`src/lz77tb_pkg.sv`:
```
package lz77tb_pkg;

  localparam int unsigned CNT_W       = 29;
  localparam int unsigned WINDOW_SIZE = 4096;
  localparam int unsigned RING_AW     = $clog2(WINDOW_SIZE);
  localparam int unsigned DIST_W      = RING_AW + 1;
  localparam int unsigned RUN_W       = 5;

  localparam logic [CNT_W-1:0] MAX_DECODED = CNT_W'(268435456);

  typedef enum logic [1:0] {
    PH_TAG,
    PH_LITERAL,
    PH_MATCH_HI,
    PH_MATCH_LO
  } phase_t;

  typedef enum logic [1:0] {
    ST_RUNNING,
    ST_COMPLETE,
    ST_TRUNCATED
  } status_t;

  typedef enum logic [1:0] {
    CMD_STATUS,
    CMD_LITERAL,
    CMD_MATCH
  } cmd_kind_t;

  // one command (literal, match or status-only entry) handed from the parser to the output engine
  typedef struct packed {
    cmd_kind_t          kind;
    logic [7:0]         data;
    logic [DIST_W-1:0]  distance;
    logic [RUN_W-1:0]   count;
    logic [CNT_W-1:0]   start;
    logic [CNT_W-1:0]   consumed;
    status_t            status;
  } cmd_t;

endpackage

```
`src/lz77tb_cmd_fifo.sv`:
```
module lz77tb_cmd_fifo #(
  parameter int unsigned DEPTH = 4
) (
  input  logic              clk,
  input  logic              rst_n,
  input  logic              push,
  input  lz77tb_pkg::cmd_t  push_data,
  output logic              full,
  input  logic              pop,
  output logic              head_valid,
  output lz77tb_pkg::cmd_t  head
);

  localparam int unsigned PW = $clog2(DEPTH);
  localparam int unsigned CW = $clog2(DEPTH + 1);

  lz77tb_pkg::cmd_t mem_r [DEPTH];
  logic [PW-1:0]    wr_ptr_r;
  logic [PW-1:0]    rd_ptr_r;
  logic [CW-1:0]    count_r;

  assign full       = (count_r == CW'(DEPTH));
  assign head_valid = (count_r != '0);
  assign head       = mem_r[rd_ptr_r];

  always_ff @(posedge clk) begin
    if (!rst_n) begin
      wr_ptr_r <= '0;
      rd_ptr_r <= '0;
      count_r  <= '0;
    end else begin
      if (push) begin
        wr_ptr_r <= (wr_ptr_r == PW'(DEPTH - 1)) ? '0 : wr_ptr_r + PW'(1);
      end
      if (pop) begin
        rd_ptr_r <= (rd_ptr_r == PW'(DEPTH - 1)) ? '0 : rd_ptr_r + PW'(1);
      end
      if (push && !pop) begin
        count_r <= count_r + CW'(1);
      end else if (pop && !push) begin
        count_r <= count_r - CW'(1);
      end
    end
  end

  always_ff @(posedge clk) begin
    if (push) begin
      mem_r[wr_ptr_r] <= push_data;
    end
  end

endmodule

```
`config.mk`:
```
export PLATFORM = sky130hd
export DESIGN_NAME = lz77tb_cmd_fifo
export DESIGN_NICKNAME = d
export VERILOG_FILES = /design/src/lz77tb_pkg.sv /design/src/lz77tb_cmd_fifo.sv
export SDC_FILE = /design/constraint.sdc
export NUM_CORES = 1
export LEC_CHECK = 0
export BUFFER_PORTS_ARGS = -buffer_cell sky130_fd_sc_hd__buf_2
export CAP_MARGIN = 20
export CORE_ASPECT_RATIO = 0.6
export CORE_UTILIZATION = 50
export CTS_CLUSTER_DIAMETER = 100
export DETAILED_ROUTE_END_ITERATION = 8
export PLACE_DENSITY_LB_ADDON = 0.2
export SETUP_SLACK_MARGIN = 0.3
export SYNTH_ARGS = -nofsm -noshare
export SYNTH_HDL_FRONTEND = slang
export SYNTH_SLANG_ARGS = --single-unit
```
`constraint.sdc`:
```
create_clock -name clk -period 3.42 [get_ports clk]
set_clock_uncertainty 0.05 [all_clocks]
set_input_delay 0 -clock clk [delete_from_list [all_inputs] [get_ports clk]]
set_output_delay 0 -clock clk [all_outputs]
set_load 0.03 [all_outputs]
```
==> impl_metrics.py, run 1 <==
metrics = {
    "hold_path": {
        "holdCritPathClass": "in2reg",
        "hold_start": "push_data[42]",
        "hold_depth": 2,
        "hold_end": "mem_r[0][42]$_DFFE_PP_",
    },
    "power": {
        "ir_drop_uv": 432,
        "internal_power_w": 0.00740,
        "powerDensity_nw_per_um2": 588,
        "combPwrFrac_pct": 11.5,
        "power.switching_w": 0.00224,
        "swShare_pct": 23.2,
        "leakage_nw": 5.57,
        "power_frac_seq_pct": 53.3,
        "clock_power_share_pct": 35.2,
    },
    "final_layout": {
        "final_cell_mix": "352 x edfxtp_1, 181 x buf_2, 91 x dlygate4sd3_1",
        "syn_to_final_growth_pct": 24.8,
        "final_common_cell": "edfxtp_1",
        "layout.nets": 897,
        "drive_above_1_share_pct": 40.0,
        "final_core_util_pct": 64.2,
    },
    "worst_setup_path": {
        "endpoint_kind": "primary output",
        "cp_slowest_cell": "dfxtp_4",
        "cpPeakStageDelay_ns": 0.73,
        "rrSetupSlack_ns": 1.40,
        "reg2reg_from": "wr_ptr_r[0]$_SDFFE_PN0P_",
        "path_cells": "buf_12, mux4_2, buf_2",
        "reg2reg_to": "mem_r[0][31]$_DFFE_PP_",
        "rr_worst_depth": 4,
        "path_class": "reg2out",
        "startpoint_type": "flop",
        "cp_data_arrival_time_ns": 2.46,
        "path_max_fanout": 33,
        "cp.required_ns": 3.37,
    },
    "timing": {
        "tightest_slew_ns": 0.852,
        "layout_setup_ws_ns": 0.915,
        "drv_slew": 0,
        "slew_headroom_pct": 43.2,
        "finalCritPeriodShare_pct": 73.2,
        "clock.fmax_mhz": 399,
        "rsz0062_at_grt": "false",
        "whs_ns": 0.129,
        "setup_violations": 0,
        "fin_crit_ns": 2.51,
        "finalHoldViolCount": 0,
        "fin_setup_tns_ns": 0,
    },
    "global_route": {
        "met3_usage_pct": 4.50,
        "grt_pass1_wl_um": 38200,
        "grt_pass1_vias": 6764,
        "met2_usage_pct": 31.5,
        "grt_usage_pct": 18.9,
        "grt_max_degree": 53,
        "top_usage_layer": "met2",
        "use_met1_pct": 25.9,
        "grt_overflow_total": 0,
        "grt_antenna_before_repair": 2,
    },
    "cts": {
        "clock_latency_ns": 0.56,
        "cts-buffers-inserted": 31,
        "cts_tree": "yes",
        "clk_pin_slew_ns": 0.07,
        "clockBufferDepth": 3,
        "cts_root_buf": "clkbuf_16",
        "numClockSinks": 361,
        "htreeDepth": 1,
    },
    "floorplanning": {
        "rows": 45,
        "initial_core_util_pct": 51.4,
        "die_h_um": 128,
        "die_w_um": 211,
        "die_area_um2": 27000,
        "core_um2": 25600,
        "io_pins": 182,
    },
    "route": {
        "wl_per_cell_um": 21.0,
        "postRouteWirelength_um": 24700,
        "firstDrtPassIters": 4,
        "via_per_inst": 5.31,
        "ant_nets": 0,
        "dr_total_vias": 6250,
        "drc_errors": 0,
        "drt_iter0_markers": 481,
    },
    "synthesis": {
        "synth_cells": 504,
        "synthAdderAreaFrac_pct": 0.723,
        "synth_area_leaders": "edfxtp_1 80%, mux4_2 15%, dfxtp_1 1.4%",
        "synth_cell_types": 23,
        "synth_xor_area_share_pct": 0.133,
        "synth-simple-area-share_pct": 0.695,
        "ys_seq_area_share_pct": 81.8,
        "synth_compound_area_share_pct": 0.152,
        "syn_nets": 603,
        "syn_avg_cell_area_um2": 26.1,
        "synth-seq-cells": 361,
        "yosys.area.top_type": "edfxtp_1",
        "synth_top_family_by_area": "multiplexers",
        "yosys_warnings": 0,
        "synth_area_um2": 13100,
        "synth.area.mux_share_pct": 15.4,
        "synth_top_area_share_pct": 80.4,
    },
    "place": {
        "hpwl_um": 14500,
        "pre_cts_ws_ns": 1.35,
        "port_buffers": 181,
        "gp_congestion": 0.745,
    },
    "outcome": {
        "status": "finished, final reports clean",
    },
    "run": {
        "maxCapViolations": 0,
    },
}
[worst max-delay path, delay by kind of cell (launching register included)]
family	cells	cell delay, ns
muxes	1	0.58
DFF	1	0.73
buffers and inverters	2	0.55
[cells in the mapped netlist, drive strengths merged]
cell type  number
mux2i           4
or3             2
xor2            1
nor2b           5
o21a            1
buf            14
ha              6
nor2            1
dfxtp           9
clkbuf          6
xnor2           1
mux4           88
o21ai           1
edfxtp        352
and2            5
nor3            1
fa              1
a21boi          1
inv             4
nor3b           1
[repair_timing]
item	CTS	global route
gates resized for setup	0	0
hold buffers	91	0
endpoints found under the setup margin	0	0
hold endpoints to repair	361	0
buffers inserted	0	0
[per-layer routing]
metal / vias to the layer above / share of wire, %
li1: 2753 / -
met3: 36 / 5.9
met4: 0 / 1.7
met2: 172 / 49
met1: 3289 / 43
met5: - / 0
[final cells by class]
class                      instances  area, µm²
clock inverter                    19        170
timing repair buffer             281       1960
antenna                            2       5.00
tap                              352        440
inverter                           4       15.0
fill                            1768       9150
multi-input combinational        119       2260
clock buffer                      39        806
sequential                       361      10800
[worst max path at each step]
stage / start / end
after floorplan: wr_ptr_r[0]$_SDFFE_PN0P_ / mem_r[3][0]$_DFFE_PP_
after global placement: wr_ptr_r[0]$_SDFFE_PN0P_ / mem_r[2][4]$_DFFE_PP_
after detailed placement: wr_ptr_r[0]$_SDFFE_PN0P_ / mem_r[0][37]$_DFFE_PP_
after CTS: flop / head[41]
after global routing: flop / head[41]
final: flop / head[41]
[through the flow]
| stage | power (W) | cells | instance area [µm²] |
|---|---|---|---|
| final | 0.00964 | 1177 | 16400 |
| after global routing | 0.00996 | 1177 | 16400 |
| after CTS | 0.00973 | 1175 | 16400 |
| after detailed placement | 0.00628 | 1026 | 14500 |
| after global placement | 0.00625 | 1026 | 14500 |
| after floorplan | 0.00592 | 504 | 13100 |
[cell families (layout without fill, tap and decap cells)]
logic type                 Yosys count  in the layout
DFF                                361            361
muxes                               92             92
buffers and inverters               24            343
and+or+nand+nor                     15             15
adders and majority gates            7              7
AOI/OAI and AO/OA                    3              3
xor gates and xnor gates             2              2
other                                0              2
[power groups by stage]
| stage | Clock (W) | Sequential [W] | Combinational [W] |
|---|---|---|---|
| 2_1_floorplan | 0 | 0.00521 | 0.000711 |
| 3_3_place_gp | 0 | 0.00523 | 0.00102 |
| 3_5_place_dp | 0 | 0.00524 | 0.00104 |
| 4_1_cts | 0.00346 | 0.00515 | 0.00113 |
| 5_1_grt | 0.00362 | 0.00516 | 0.00118 |
| 6_report | 0.00339 | 0.00514 | 0.00111 |
[flip-flops by register name, summed over array words and instances (netlist names), named ones only]
signal	count
count_r	3
mem_r	352
rd_ptr_r	2
wr_ptr_r	2
Power figures use the tool's default switching activity.
==> run 2: changes to the inputs <==
ABC_AREA = 1   (was unset)
clock period = 2.43 ns   (was 3.42 ns; I/O delays follow)
==> run 2 against run 1 <==
- total power up 50%
- clock power increased by 59%
- setup slack lost 0.52 ns
- global-route usage grew 3.2 points
- largest cell class unchanged
==> impl_metrics.py, run 2 <==
metrics = {
    "outcome": {
        "status": "finished, final reports clean",
    },
    "synthesis": {
        "ys_top_cells_by_count": "352 x edfxtp_1, 185 x nor2_1, 124 x o21ai_0",
        "synth_xor_area_share_pct": 0.0651,
        "synth_area_um2": 13500,
        "synth_compound_area_share_pct": 10.9,
        "syn_avg_cell_area_um2": 14.8,
        "synth_ff_type": "edfxtp_1",
        "synth-simple-area-share_pct": 5.61,
        "synth_top_area_share_pct": 78.5,
        "synthAdderAreaFrac_pct": 0.707,
        "synth_cells": 910,
        "yosys.area.top_type": "edfxtp_1",
        "synth_enable_flop_cells": 352,
        "synth_cell_types": 23,
        "yosys_warnings": 0,
        "synth.area.mux_share_pct": 0,
        "synth_area_leaders": "edfxtp_1 79%, nor2_1 5.2%, o21ai_0 4.6%",
        "ys_seq_area_share_pct": 79.9,
        "synth-seq-cells": 361,
        "syn_nets": 1009,
        "synth_top_family_by_area": "compound AO/OA/AOI/OAI gates",
        "ys_async_sr_fraction_pct": 0,
        "yosysMostFrequentCell": "edfxtp_1",
    },
    "global_route": {
        "grt_max_degree": 89,
        "grt_pass1_vias": 8001,
        "grt_usage_pct": 22.1,
        "grt_antenna_before_repair": 2,
        "grt_overflow_total": 0,
        "grt_pass1_wl_um": 45900,
    },
    "cts": {
        "postCtsSetupBuffers": 0,
        "cts-buffers-inserted": 34,
        "htreeDepth": 2,
        "clock_latency_ns": 0.51,
        "clk_pin_slew_ns": 0.07,
        "cts_root_buf": "clkbuf_16",
        "cts_tree": "yes",
        "clockBufferDepth": 3,
        "numClockSinks": 361,
    },
    "worst_setup_path": {
        "endpoint_kind": "primary output",
        "cpPeakStageDelay_ns": 0.41,
        "crit_buf_inv": 3,
        "path_max_fanout": 51,
        "startpoint_type": "flop",
        "path_cells": "inv_8, buf_12, nor2_1, o22ai_1, buf_2",
        "cp_top_family": "buffers and inverters",
        "cp.required_ns": 2.38,
        "cp_slowest_cell": "dfxtp_4",
        "path_class": "reg2out",
        "cp_data_arrival_time_ns": 1.98,
    },
    "final_layout": {
        "largestRegisters": "mem_r: 352 flops, count_r: 3 flops",
        "syn_to_final_growth_pct": 25.8,
        "final_cell_count_no_fill": 1567,
        "largest_register_ffs": 352,
        "layout.nets": 1282,
        "top_register": "mem_r",
        "final_cell_mix": "352 x edfxtp_1, 185 x nor2_1, 181 x buf_2",
        "final_common_cell": "edfxtp_1",
        "drive_above_1_share_pct": 22.6,
    },
    "power": {
        "leakage_nw": 5.98,
        "swShare_pct": 24.7,
        "clock_power_share_pct": 37.4,
        "power.switching_w": 0.00357,
        "powerDensity_nw_per_um2": 854,
        "combPwrFrac_pct": 12.9,
        "internal_power_w": 0.0109,
        "power_w": 0.0144,
        "power_frac_seq_pct": 49.7,
        "ir_drop_uv": 591,
    },
    "timing": {
        "finalCritPeriodShare_pct": 83.6,
        "setup_violations": 0,
        "tightest_slew_ns": 0.548,
        "fin_crit_ns": 2.03,
        "slew_headroom_pct": 63.5,
        "rsz0062_at_grt": "false",
        "clock.fmax_mhz": 492,
        "drv_slew": 0,
        "finalHoldViolCount": 0,
        "fin_setup_tns_ns": 0,
    },
    "run": {
        "maxCapViolations": 0,
    },
    "floorplanning": {
        "core_um2": 26400,
        "initial_core_util_pct": 50.9,
        "rows": 46,
        "io_pins": 182,
        "die_area_um2": 27600,
        "die_w_um": 214,
        "die_h_um": 129,
    },
    "route": {
        "postRouteWirelength_um": 30800,
        "ant_nets": 0,
        "wl_per_cell_um": 19.6,
        "via_per_inst": 5.35,
        "drt_iter0_markers": 671,
        "firstDrtPassIters": 4,
        "drc_errors": 0,
        "dr_total_vias": 8378,
    },
    "hold_path": {
        "holdCritPathClass": "in2reg",
    },
    "place": {
        "hpwl_um": 15700,
        "gp_congestion": 0.745,
        "port_buffers": 181,
        "place_inst": 1414,
    },
}
run 2: cell types whose count changed in the layout (fill, tap and decap cells not counted), moves of 5 or more:
| cell | before | now |
|---|---|---|
| clkinvlp_4 | 1 | 6 |
| clkbuf_16 | 31 | 38 |
| mux4_2 | 88 | 0 |
| o22ai_1 | 0 | 88 |
| nand2_1 | 0 | 5 |
| nor2b_1 | 5 | 0 |
| o21ai_1 | 0 | 55 |
| o21ai_0 | 1 | 124 |
| nor2_1 | 1 | 185 |
run 2: worst reg2reg max path: cells and delay by family, from the launching register on:
| family | cells | cell delay [ns] |
|---|---|---|
| flops | 1 | 0.34 |
| buf+inv | 3 | 0.81 |
| simple gates | 1 | 0.09 |
| fa+ha+maj | 1 | 0.18 |
run 2: cell type report:
class	count	area, µm²
diodes	2	5.00
clock buffers	41	941
clock inverters	17	191
fillers	1966	9500
inverters	16	82.6
multi-input cells	477	2330
flip-flops and latches	361	10800
well taps	360	450
repair buffers	293	2160
run 2: routing by layer:
| layer | wire length [µm] | GRT usage (%) | up-vias |
|---|---|---|---|
| met5 | 0 | 0 | - |
| met4 | 409 | 5.46 | 0 |
| met3 | 2220 | 5.96 | 37 |
| met2 | 14100 | 33.9 | 255 |
| met1 | 14100 | 31.7 | 4105 |
| li1 | - | - | 3981 |
run 2: power groups by stage:
stage          clock network [W]  registers, W  logic, W
2_1_floorplan                  0       0.00731   0.00110
3_3_place_gp                   0       0.00731   0.00169
3_5_place_dp                   0       0.00731   0.00171
4_1_cts                  0.00550       0.00718   0.00186
5_1_grt                  0.00574       0.00720   0.00201
6_report                 0.00540       0.00718   0.00186
run 2: worst paths after layout:
kind | to | startpoint | cells after the start | slack, ns
setup / recovery | head[51] | flop | 5 | 0.40
hold / removal | mem_r[3][24]$_DFFE_PP_ | push_data[24] | 2 | 0.18
setup reg to reg | mem_r[1][56]$_DFFE_PP_ | wr_ptr_r[1]$_SDFFE_PN0P_ | 5 | 0.69
hold reg to reg | wr_ptr_r[1]$_SDFFE_PN0P_ | wr_ptr_r[1]$_SDFFE_PN0P_ | 2 | 0.46
run 2: cells by family (layout without fill, tap and decap cells):
kind of cell               count (synthesis)  in the layout
AOI/OAI and AO/OA                        270            270
xor gates and xnor gates                   1              1
adders and majority gates                  7              7
buffers and inverters                     72            367
DFF                                      361            361
other                                      0              2
and+or+nand+nor                          199            199
run 2: stage by stage:
stage                     util [%]  cell area (µm²)  hold slack [ns]  setup slack [ns]
after floorplan                  -            13500           0.0489            0.0884
after global placement        56.0            14800            0.166             0.664
after detailed placement      56.0            14800            0.169             0.670
after CTS                     63.9            16900            0.163             0.327
after global routing          64.1            16900            0.178             0.298
final                         64.1            16900            0.182             0.398
run 2: what timing repair did:
action                                  CTS  global route
endpoints found under the setup margin   86            17
cloned                                    1             1
gates resized for setup                   4             4
endpoints found under the hold margin   361             0
hold buffers                             91             0
